--- src/hw/rtl/ffra_pkg.sv ---
package ffra_pkg;

  localparam int POOL_BYTES    = 65536;
  localparam int TABLE_ENTRIES = 64;

  localparam int OFF_W  = 16;
  localparam int SIZE_W = 17;
  localparam int END_W  = SIZE_W + 1;
  localparam int IDX_W  = $clog2(TABLE_ENTRIES);
  localparam int CNT_W  = IDX_W + 1;

  localparam logic [END_W-1:0] POOL_END  = END_W'(POOL_BYTES);
  localparam logic [CNT_W-1:0] CNT_LIMIT = CNT_W'(TABLE_ENTRIES - 1);

  localparam logic [1:0] REQ_ALLOC  = 2'd0;
  localparam logic [1:0] REQ_FREE   = 2'd1;
  localparam logic [1:0] REQ_SHRINK = 2'd2;

  localparam logic [1:0] ST_DONE      = 2'd0;
  localparam logic [1:0] ST_REFUSED   = 2'd1;
  localparam logic [1:0] ST_NOT_FOUND = 2'd2;

  typedef logic [OFF_W-1:0]  off_t;
  typedef logic [SIZE_W-1:0] sz_t;
  typedef logic [END_W-1:0]  end_t;
  typedef logic [IDX_W-1:0]  idx_t;
  typedef logic [CNT_W-1:0]  cnt_t;

  typedef struct packed {
    off_t offset;
    sz_t  size;
  } entry_t;

  typedef struct packed {
    logic   wr_en;
    idx_t   wr_addr;
    entry_t wr_data;
    idx_t   rd_addr;
  } ram_req_t;

  typedef struct packed {
    logic [1:0] status;
    off_t       region_offset;
    cnt_t       regions_in_use;
  } result_t;

endpackage

--- src/hw/rtl/ffra_table_ram.sv ---
module ffra_table_ram
  import ffra_pkg::*;
(
  input  logic     clk,
  input  ram_req_t req,
  output entry_t   rd_data
);

  entry_t mem [TABLE_ENTRIES];

  always_ff @(posedge clk) begin
    if (req.wr_en) begin
      mem[req.wr_addr] <= req.wr_data;
    end
    rd_data <= mem[req.rd_addr];
  end

endmodule

--- src/hw/rtl/ffra_ctrl.sv ---
module ffra_ctrl
  import ffra_pkg::*;
(
  input  logic       clk,
  input  logic       rst,
  input  logic       in_valid,
  output logic       in_ready,
  input  logic [1:0] req_type,
  input  sz_t        req_size,
  input  off_t       req_offset,
  output ram_req_t   ram,
  input  entry_t     rd_data,
  output logic       res_valid,
  input  logic       res_ready,
  output result_t    res
);

  localparam logic [3:0] S_IDLE    = 4'd0;
  localparam logic [3:0] S_A_FIRST = 4'd1;
  localparam logic [3:0] S_A_SCAN  = 4'd2;
  localparam logic [3:0] S_TAIL    = 4'd3;
  localparam logic [3:0] S_SH_UP   = 4'd4;
  localparam logic [3:0] S_WR_NEW  = 4'd5;
  localparam logic [3:0] S_FIND    = 4'd6;
  localparam logic [3:0] S_SH_DN   = 4'd7;
  localparam logic [3:0] S_RESULT  = 4'd8;

  logic [3:0] state, state_next;
  cnt_t       count, count_next;
  idx_t       idx, idx_next;
  idx_t       pos, pos_next;
  end_t       prev_end, prev_end_next;
  off_t       new_off, new_off_next;
  logic [1:0] status, status_next;
  logic       is_free, is_free_next;
  sz_t        size_q, size_q_next;
  off_t       off_q, off_q_next;

  end_t rd_off_x;
  end_t rd_end;
  logic gap_ok;
  cnt_t idx_p1;
  cnt_t idx_p2;

  assign rd_off_x = {{(END_W-OFF_W){1'b0}}, rd_data.offset};
  assign rd_end   = rd_off_x + {1'b0, rd_data.size};
  // a gap that runs backwards counts as empty
  assign gap_ok   = (rd_off_x >= prev_end) &&
                    ((rd_off_x - prev_end) >= {1'b0, size_q});
  assign idx_p1   = {1'b0, idx} + cnt_t'(1);
  assign idx_p2   = {1'b0, idx} + cnt_t'(2);

  assign in_ready  = (state == S_IDLE);
  assign res_valid = (state == S_RESULT);
  assign res.status         = status;
  assign res.region_offset  = new_off;
  assign res.regions_in_use = count;

  always_comb begin
    state_next    = state;
    count_next    = count;
    idx_next      = idx;
    pos_next      = pos;
    prev_end_next = prev_end;
    new_off_next  = new_off;
    status_next   = status;
    is_free_next  = is_free;
    size_q_next   = size_q;
    off_q_next    = off_q;
    ram.wr_en     = 1'b0;
    ram.wr_addr   = idx;
    ram.wr_data   = rd_data;
    ram.rd_addr   = '0;

    case (state)
      S_IDLE: begin
        if (in_valid) begin
          size_q_next  = req_size;
          off_q_next   = req_offset;
          is_free_next = (req_type == REQ_FREE);
          new_off_next = '0;
          idx_next     = '0;
          status_next  = ST_REFUSED;
          case (req_type)
            REQ_ALLOC: begin
              if ((req_size == '0) || (count >= CNT_LIMIT)) begin
                state_next = S_RESULT;
              end else if (count == '0) begin
                prev_end_next = '0;
                state_next    = S_TAIL;
              end else begin
                state_next = S_A_FIRST;
              end
            end
            REQ_FREE, REQ_SHRINK: begin
              if (count == '0) begin
                status_next = ST_NOT_FOUND;
                state_next  = S_RESULT;
              end else begin
                state_next = S_FIND;
              end
            end
            default: begin
              state_next = S_RESULT;
            end
          endcase
        end
      end

      S_A_FIRST: begin
        if ({1'b0, rd_data.offset} >= size_q) begin
          pos_next     = '0;
          new_off_next = '0;
          ram.rd_addr  = idx_t'(count - cnt_t'(1));
          idx_next     = idx_t'(count);
          state_next   = S_SH_UP;
        end else begin
          prev_end_next = rd_end;
          idx_next      = idx_t'(1);
          if (count == cnt_t'(1)) begin
            state_next = S_TAIL;
          end else begin
            ram.rd_addr = idx_t'(1);
            state_next  = S_A_SCAN;
          end
        end
      end

      S_A_SCAN: begin
        if (gap_ok) begin
          pos_next     = idx;
          new_off_next = prev_end[OFF_W-1:0];
          ram.rd_addr  = idx_t'(count - cnt_t'(1));
          idx_next     = idx_t'(count);
          state_next   = S_SH_UP;
        end else begin
          prev_end_next = rd_end;
          if (idx_p1 == count) begin
            state_next = S_TAIL;
          end else begin
            ram.rd_addr = idx_p1[IDX_W-1:0];
            idx_next    = idx_p1[IDX_W-1:0];
          end
        end
      end

      S_TAIL: begin
        if ((prev_end + {1'b0, size_q}) < POOL_END) begin
          pos_next     = idx_t'(count);
          new_off_next = prev_end[OFF_W-1:0];
          state_next   = S_WR_NEW;
        end else begin
          status_next = ST_REFUSED;
          state_next  = S_RESULT;
        end
      end

      // read data holds entry idx-1; it moves up to idx
      S_SH_UP: begin
        ram.wr_en   = 1'b1;
        ram.wr_addr = idx;
        ram.wr_data = rd_data;
        if ((idx - idx_t'(1)) == pos) begin
          state_next = S_WR_NEW;
        end else begin
          ram.rd_addr = idx - idx_t'(2);
          idx_next    = idx - idx_t'(1);
        end
      end

      S_WR_NEW: begin
        ram.wr_en          = 1'b1;
        ram.wr_addr        = pos;
        ram.wr_data.offset = new_off;
        ram.wr_data.size   = size_q;
        count_next         = count + cnt_t'(1);
        status_next        = ST_DONE;
        state_next         = S_RESULT;
      end

      // next entry is fetched speculatively; free relies on it
      S_FIND: begin
        ram.rd_addr = idx_p1[IDX_W-1:0];
        if (rd_data.offset == off_q) begin
          status_next = ST_DONE;
          if (is_free) begin
            if (idx_p1 < count) begin
              state_next = S_SH_DN;
            end else begin
              count_next = count - cnt_t'(1);
              state_next = S_RESULT;
            end
          end else begin
            if (size_q < rd_data.size) begin
              ram.wr_en        = 1'b1;
              ram.wr_addr      = idx;
              ram.wr_data.size = size_q;
            end
            state_next = S_RESULT;
          end
        end else if (idx_p1 == count) begin
          status_next = ST_NOT_FOUND;
          state_next  = S_RESULT;
        end else begin
          idx_next = idx_p1[IDX_W-1:0];
        end
      end

      // read data holds entry idx+1; it moves down to idx
      S_SH_DN: begin
        ram.wr_en   = 1'b1;
        ram.wr_addr = idx;
        ram.wr_data = rd_data;
        if (idx_p2 == count) begin
          count_next = count - cnt_t'(1);
          state_next = S_RESULT;
        end else begin
          ram.rd_addr = idx_p2[IDX_W-1:0];
          idx_next    = idx_p1[IDX_W-1:0];
        end
      end

      S_RESULT: begin
        if (res_ready) begin
          state_next = S_IDLE;
        end
      end

      default: begin
        state_next = S_IDLE;
      end
    endcase
  end

  always_ff @(posedge clk) begin
    if (rst) begin
      state <= S_IDLE;
      count <= '0;
    end else begin
      state <= state_next;
      count <= count_next;
    end
    idx      <= idx_next;
    pos      <= pos_next;
    prev_end <= prev_end_next;
    new_off  <= new_off_next;
    status   <= status_next;
    is_free  <= is_free_next;
    size_q   <= size_q_next;
    off_q    <= off_q_next;
  end

endmodule

--- src/hw/rtl/first_fit_region_allocator_unit.sv ---
// First-fit allocator over a 64 KiB pool, keeping up to 63 regions in a 64-entry
// table sorted by offset, held in a single-port-write, registered-read RAM.
// One request is in flight at a time. The table RAM delivers one entry per
// cycle, so latency follows the number n of entries in the table. Allocate
// scans up to the gap that fits, then moves the entries above it up one at a
// time. Scan and shift together cover the table once. A zero size or a full
// table is refused without a scan. Free and shrink scan to the matching
// entry, and free then closes up the rest. A finished result sits in an output
// register, and the next request can be taken in the cycle after the result
// moves there, while it still waits.
module first_fit_region_allocator_unit
  import ffra_pkg::*;
(
  input  logic       clk,
  input  logic       rst,
  input  logic       in_valid,
  output logic       in_ready,
  input  logic [1:0] req_type,
  input  sz_t        req_size,
  input  off_t       req_offset,
  output logic       out_valid,
  input  logic       out_ready,
  output logic [1:0] status,
  output off_t       region_offset,
  output cnt_t       regions_in_use
);

  ram_req_t ram;
  entry_t   rd_data;
  logic     res_valid;
  logic     res_ready;
  result_t  res;

  ffra_table_ram u_ram (
    .clk     (clk),
    .req     (ram),
    .rd_data (rd_data)
  );

  ffra_ctrl u_ctrl (
    .clk        (clk),
    .rst        (rst),
    .in_valid   (in_valid),
    .in_ready   (in_ready),
    .req_type   (req_type),
    .req_size   (req_size),
    .req_offset (req_offset),
    .ram        (ram),
    .rd_data    (rd_data),
    .res_valid  (res_valid),
    .res_ready  (res_ready),
    .res        (res)
  );

  assign res_ready = !out_valid || out_ready;

  always_ff @(posedge clk) begin
    if (rst) begin
      out_valid <= 1'b0;
    end else if (res_valid && res_ready) begin
      out_valid <= 1'b1;
    end else if (out_ready) begin
      out_valid <= 1'b0;
    end
    if (res_valid && res_ready) begin
      status         <= res.status;
      region_offset  <= res.region_offset;
      regions_in_use <= res.regions_in_use;
    end
  end

`ifndef NO_ASSERTIONS
  a_count_bound: assert property (@(posedge clk) disable iff (rst)
    out_valid |-> (regions_in_use <= CNT_LIMIT))
    else $error("region count beyond table limit");

  a_offset_zero: assert property (@(posedge clk) disable iff (rst)
    (out_valid && (status != ST_DONE)) |-> (region_offset == '0))
    else $error("non-zero offset on failed request");

  a_one_at_a_time: assert property (@(posedge clk) disable iff (rst)
    (in_valid && in_ready) |=> !in_ready)
    else $error("second request taken while one is in flight");

  a_count_step: assert property (@(posedge clk) disable iff (rst)
    (out_valid && out_ready && res_valid && (res.status != ST_DONE))
      |-> (res.regions_in_use == regions_in_use))
    else $error("failed request changed the region count");
`endif

endmodule

--- config.mk ---
export PLATFORM = sky130hd
export DESIGN_NAME = first_fit_region_allocator_unit
export DESIGN_NICKNAME = d
export VERILOG_FILES = /design/src/hw/rtl/ffra_pkg.sv /design/src/hw/rtl/ffra_table_ram.sv /design/src/hw/rtl/ffra_ctrl.sv /design/src/hw/rtl/first_fit_region_allocator_unit.sv
export SDC_FILE = /design/constraint.sdc
export NUM_CORES = 2
export LEC_CHECK = 0
export ABC_AREA = 1
export ABC_CLOCK_PERIOD_IN_PS = 12710
export BUFFER_PORTS_ARGS = -buffer_cell sky130_fd_sc_hd__buf_2
export CORE_UTILIZATION = 40
export DETAILED_ROUTE_END_ITERATION = 10
export SLEW_MARGIN = 40
export SYNTH_ARGS = -nofsm -noshare
export SYNTH_HDL_FRONTEND = slang
export SYNTH_SLANG_ARGS = --single-unit
--- constraint.sdc ---
create_clock -name clk -period 12.71 [get_ports clk]
set_clock_uncertainty 0.15 [all_clocks]
set_input_delay 1.9065 -clock clk [delete_from_list [all_inputs] [get_ports clk]]
set_output_delay 1.9065 -clock clk [all_outputs]
set_load 0.005 [all_outputs]
## Word-level counts from Yosys, hierarchy flattened

Memory sizes are Yosys's and may differ from the RTL's. A register that Yosys moved wholly into a read port is not among the register bits.
Cells that the tools add are included.

- Add/sub/neg operators: 9
- Div/mod/pow operators: 0
- Reductions and logical operators: 26
- Bitwise operators: 0
- Multiply operators: 0
- Magnitude comparators: 7
- Muxes and demuxes: 74
- Equality and inequality tests: 36
- Shifts and indexed selects: 0

Operators with widths:

| operator | number |
|---|---|
| 2-to-1 mux 18 bit | 6 |
| 2-to-1 mux 6 bit | 15 |
| 2-to-1 mux 16 bit | 5 |
| case mux 16 bit (4 select lines) | 1 |
| case mux 18 bit (3 select lines) | 1 |
| 2-to-1 mux 4 bit | 13 |
| 2-to-1 mux 17 bit | 3 |
| 2-to-1 mux 7 bit | 7 |
| case mux 7 bit (3 select lines) | 2 |
| case mux 4 bit (9 select lines) | 1 |
| case mux 6 bit (6 select lines) | 1 |
| case mux 17 bit (2 select lines) | 1 |
| case mux 6 bit (5 select lines) | 1 |
| != test 2 x 1 -> 1 bit (second input constant) | 10 |
| adder 16 x 17 -> 18 bit | 1 |
| adder 18 x 17 -> 18 bit | 1 |
| greater-or-equal comparator 16 x 18 -> 1 bit | 1 |
| greater-or-equal comparator 18 x 17 -> 1 bit | 1 |
| < comparator 18 x 17 -> 1 bit (second input constant) | 1 |
| != test 2 bit (second input constant) | 9 |
| case mux 6 bit (3 select lines) | 1 |
| subtractor 16 x 18 -> 18 bit | 1 |
| greater-or-equal comparator 16 x 17 -> 1 bit | 1 |
| zero test 17 bit | 1 |
| other kinds (41) | 67 |

- Memories: 1
- ROM bits: 0
- Output and inout bits: 27
- Latch bits: 0
- Flip-flop bits (word level): 119
- Input bits: 39
- RAM bits: 2112

Memories:

| name | depth | bits a word | read ports | clocked after memory_dff | write ports | line | source |
|---|---|---|---|---|---|---|---|
| u_ram.mem | 64 | 33 | 1 | 1 | 1 | ffra_table_ram.sv:9 | `entry_t mem [TABLE_ENTRIES];` |

## Longest topological paths before layout

- Word-level depth: 7
- Gate-level depth with buffers: 37
- Mapped depth without buffers: 35

## By module

A second synthesis with hierarchy kept.

- Cell total of the unflattened synthesis: 8220
- Area total of the unflattened synthesis: 95535.4 µm²

By module, submodules not included:

| module | cells an instance | area an instance (µm²) | times used |
|---|---|---|---|
| ffra_table_ram | 6993 | 85782.3 | 1 |
| ffra_ctrl | 1196 | 8954.8 | 1 |
| first_fit_region_allocator_unit | 31 | 798.3 | 1 |

## Worst setup path before layout

Ideal clock, no wire load.

- Path type: register -> register
- From: register u_ctrl.prev_end[9]
- To: register u_ctrl.prev_end[0], enable pin
- Slack: 8.082 ns
- Data required time: 12.144 ns
- Path buffers: 0
- Setup time: 0.416 ns
- Clock period less this slack: 4.628 ns
- Arrival time: 4.062 ns
- Stages on the path, launching flop included: 20
- Cells stage by stage: edfxtp_1 > inv_1 > ha_1 > nand2_1 > nor4_1 > a21oi_1 > o21ai_0 > xor2_1 > ha_1 > nand2_1 > nor2_1 > a211oi_1 > nand2_1 > nand2_1 > nand2_1 > nand2_1 > nand2_1 > nand3_1 > nand2_2 > nor3_1

- Longest elaborated chain between the ends: 5
- Elaborated cells on any way between the ends: 6
- Classes of those cells: add/sub (1); order compare (2); eq/ne (1); reduce/logical (2)

Ends and longest elaborated chain:

| item | line | source |
|---|---|---|
| start: declaration | ffra_ctrl.sv:32 | `end_t prev_end, prev_end_next;` |
| start signal: assignment | ffra_ctrl.sv:245 | `prev_end <= prev_end_next;` |
| subtractor 16 x 18 -> 18 bit | ffra_ctrl.sv:49 | `((rd_off_x - prev_end) >= {1'b0, size_q});` |
| greater-or-equal comparator 18 x 17 -> 1 bit | ffra_ctrl.sv:49 |  |
| logical AND 1 bit (*) | ffra_ctrl.sv:48 | `assign gap_ok = (rd_off_x >= prev_end) &&` |
| != test 2 bit (no line) (*) | n/a |  |
| AND reduction 7 bit (no line) (*) | n/a |  |

Every way passes the cells marked *; elsewhere a longest branch is shown, timed or not.
A chain may end at the register's enable or synchronous reset.

## Worst setup path in the final report

- From: register u_ram.rd_data[17] (netlist name)
- To: register u_ram.rd_data[21] (netlist name)

- Longest elaborated chain between the ends: 5
- Elaborated cells on any way between the ends: 8
- Classes of those cells: add/sub (1); order compare (3); mux (3); reduce/logical (1)

Ends and longest elaborated chain:

| item | line | source |
|---|---|---|
| subtractor 16 x 18 -> 18 bit | ffra_ctrl.sv:49 |  |
| greater-or-equal comparator 18 x 17 -> 1 bit | ffra_ctrl.sv:49 |  |
| logical AND 1 bit | ffra_ctrl.sv:48 |  |
| 2-to-1 mux 6 bit | ffra_ctrl.sv:130 | `if (gap_ok) begin` |
| case mux 6 bit (5 select lines) (*) | ffra_ctrl.sv:75 | `case (state)` |

Marked as above.

==> run metrics <==
Global Route Usage Sum 0.246; Max Cap Viol 0; cell area after synthesis 101,000 um^2; post-DP HPWL 175 mm; I/O Pins 66; number of remaining DRC errors 0; initial antenna violation count 16; async set-reset flop share out of synthesis 0; pwr dens 237 nW/um^2; htree depth 4; largest net degree at the start of global routing 175; post-route ant nets 0; Yosys top cell area share 0.660; hold slack 0.274 ns; arrival time worst endpoint 8.39 ns; count of unique library cells instantiated by Yosys 47; Mapped Avg Cell Area 10.7 um^2; layout cell share with drive strength beyond 1 0.0780; Critical Path RT 13.24 ns; worst setup path start u_ram.rd_data[17]; synthesized instance count 9,411; Gate power share 0.383; number of global-route vias before repair 68.6k; P_sw 11.1 mW; initial DRC count 9,027; # setup viols final 0; DR vias 71.8k; CTS tree yes; YS warnings 0; ranking of synthesized cells by area edfxtp_1, nand3_1, nand2_1; crit end category flop; DRT Wirelength 319 mm; Setup Slack @ Placement 5.07 ns; min-delay src u_ctrl.status[1]; Post-CTS Setup Bufs 0; GPL Wtd Cong 0.913; Sinks on Clock Net 2,264; Worst path max stage delay 0.82 ns; Die W 504 um; final hold vios 0; RSZ-0062 raised after global routing false; buffers plus inverters on the worst setup path 5; max_slew headroom 0.372; Rows 184; die area 254,000 um^2; Nets 9,487; critical-path maximum fanout 85; CTS Hold Bufs 0; first-pass GRT wire length 466 mm; worst skew pair latency 0.89 ns; Routed wire per std cell 24.8 um; DP Area 106,000 um^2; most common cell in the netlist nand2_1; total gr overflow 0; Max clock buf depth 3; Worst-path clk slew 0.06 ns; cell family with most CP delay simple AND/OR/NAND/NOR gates; Synth Register Bits 2,264; Syn Nets 9,568; sw frac 0.412; height of the die 504 um; Power Internal 15.8 mW; Seq. cell area 67,500 um^2; root buffer cell clkbuf_16; fin. max-slew vios 0; Initial Util 0.402; Core Box Area 251,000 um^2; Clock power frac 0.249; Area growth syn-to-layout 12.3%; CP dominant cell by count nand2_1; sequential area share after synthesis 0.669; HP Class flop to flop; P_leak 43.3 nW; Final Util 0.451; fin crit period 7.87 ns; final worst setup slack 4.84 ns; Final Cell Area 113,000 um^2; drt via density 5.58; count of input and output buffers 65; WS Path Type flop to flop; Fin Setup TNS 0 ns; post-cts gate resize count 0; Pre-antenna DRT Iters 6; CP max-delay cell inv_8; Post-synth top flop edfxtp_1; EDFF count, synth 2,219; final clock period utilization by the worst path 0.619; top cells by count, synth nand2_1, edfxtp_1, nand3_1, inv_1, buf_2; CP Launch Type flop; worst slew pin tran 0.943 ns; peak supply drop 0.000171 V; Synth area leader edfxtp_1; status finished clean; max frequency 127 MHz; fillers 22.9k; TritonCTS buffer count 228; Multi-input gate area 28,400 um^2; sequential power share 0.367; Worst R2R Start u_ram.rd_data[17]
==> through the flow <==
stage	power, mW	std cells
3_3_place_gp	20.0	12400
2_1_floorplan	15.9	9411
6_report	26.9	12900
4_1_cts	26.7	12900
5_1_grt	28.1	12900
3_5_place_dp	20.1	12400
==> power by group through the flow <==
stage,registers [mW],clock network [mW],logic [mW]
final,9.88,6.71,10.3
after global routing,9.88,7.05,11.1
after CTS,9.88,6.77,10.1
after detailed placement,10.0,0,10.1
after global placement,10.0,0,9.96
after floorplan,9.93,0,5.98
==> cell type report <==
| type | count | share of cell area |
|---|---|---|
| sequential | 2264 | 0.596 |
| inverter | 887 | 0.0296 |
| antenna | 1 | 0.0000221 |
| tap | 3348 | 0.0370 |
| clock buffer | 287 | 0.0533 |
| clock inverter | 138 | 0.0121 |
| timing repair buffer | 272 | 0.0217 |
| multi-input combinational | 5677 | 0.251 |
==> registers in the layout, summed over array words and instances, names as in the netlist <==
| signal | flops |
|---|---|
| u_ctrl.idx | 6 |
| u_ctrl.count | 7 |
| out_valid | 1 |
| regions_in_use | 7 |
| u_ram.rd_data | 33 |
| u_ctrl.pos | 6 |
| u_ctrl.size_q | 17 |
| u_ctrl.off_q | 16 |
| u_ctrl.new_off | 16 |
| u_ram.mem | 2112 |
| u_ctrl.state | 4 |
| u_ctrl.prev_end | 18 |
| u_ctrl.is_free | 1 |
| region_offset | 16 |
| u_ctrl.status | 2 |
| status | 2 |
==> per-layer routing <==
layer | wire (um) | track usage | vias to the layer above
met5 | 46 | 0 | -
met4 | 14400 | 0.106 | 8
met3 | 29900 | 0.0457 | 579
met2 | 144000 | 0.382 | 3291
met1 | 131000 | 0.336 | 35600
li1 | - | - | 32400
==> kinds of logic (layout without fill, tap and decap cells) <==
group,Yosys count,count (layout),synth area share
other cells,0,1,0
fa+ha+maj,118,118,0.0148
xor+xnor,47,47,0.00408
buf+inv,1470,1584,0.0592
simple gates,5187,5187,0.233
flops,2264,2264,0.669
compound gates,325,325,0.0201
==> final timing paths <==
check / endpoint / cells past startpoint / slack, ns
min reg2reg: status[1] / 0 / 0.27
min: status[1] / 0 / 0.27
max: u_ram.rd_data[21] / 35 / 4.84
max reg2reg: u_ram.rd_data[21] / 35 / 4.84
==> placed cells by master, fill, tap and decap left out, drive strengths merged, types with 4 or more instances in the layout <==
cell / synthesis / routed
a21oi: 105 / 105
nor4: 9 / 9
a21o: 4 / 4
nor3: 28 / 28
nand3: 2198 / 2198
nor2: 196 / 196
o31ai: 4 / 4
o221ai: 20 / 20
nand3b: 297 / 297
clkinv: 3 / 110
bufinv: 0 / 18
buf: 398 / 272
clkbuf: 185 / 287
o211ai: 75 / 75
o21ai: 74 / 74
dfxtp: 45 / 45
inv: 884 / 890
xor2: 36 / 36
clkinvlp: 0 / 7
o2111ai: 6 / 6
o21a: 7 / 7
a211oi: 8 / 8
nand2: 2435 / 2435
a31oi: 6 / 6
nand4: 21 / 21
o22ai: 7 / 7
xnor2: 11 / 11
ha: 116 / 116
edfxtp: 2219 / 2219
Note: power is estimated with default switching activity, not from simulation.
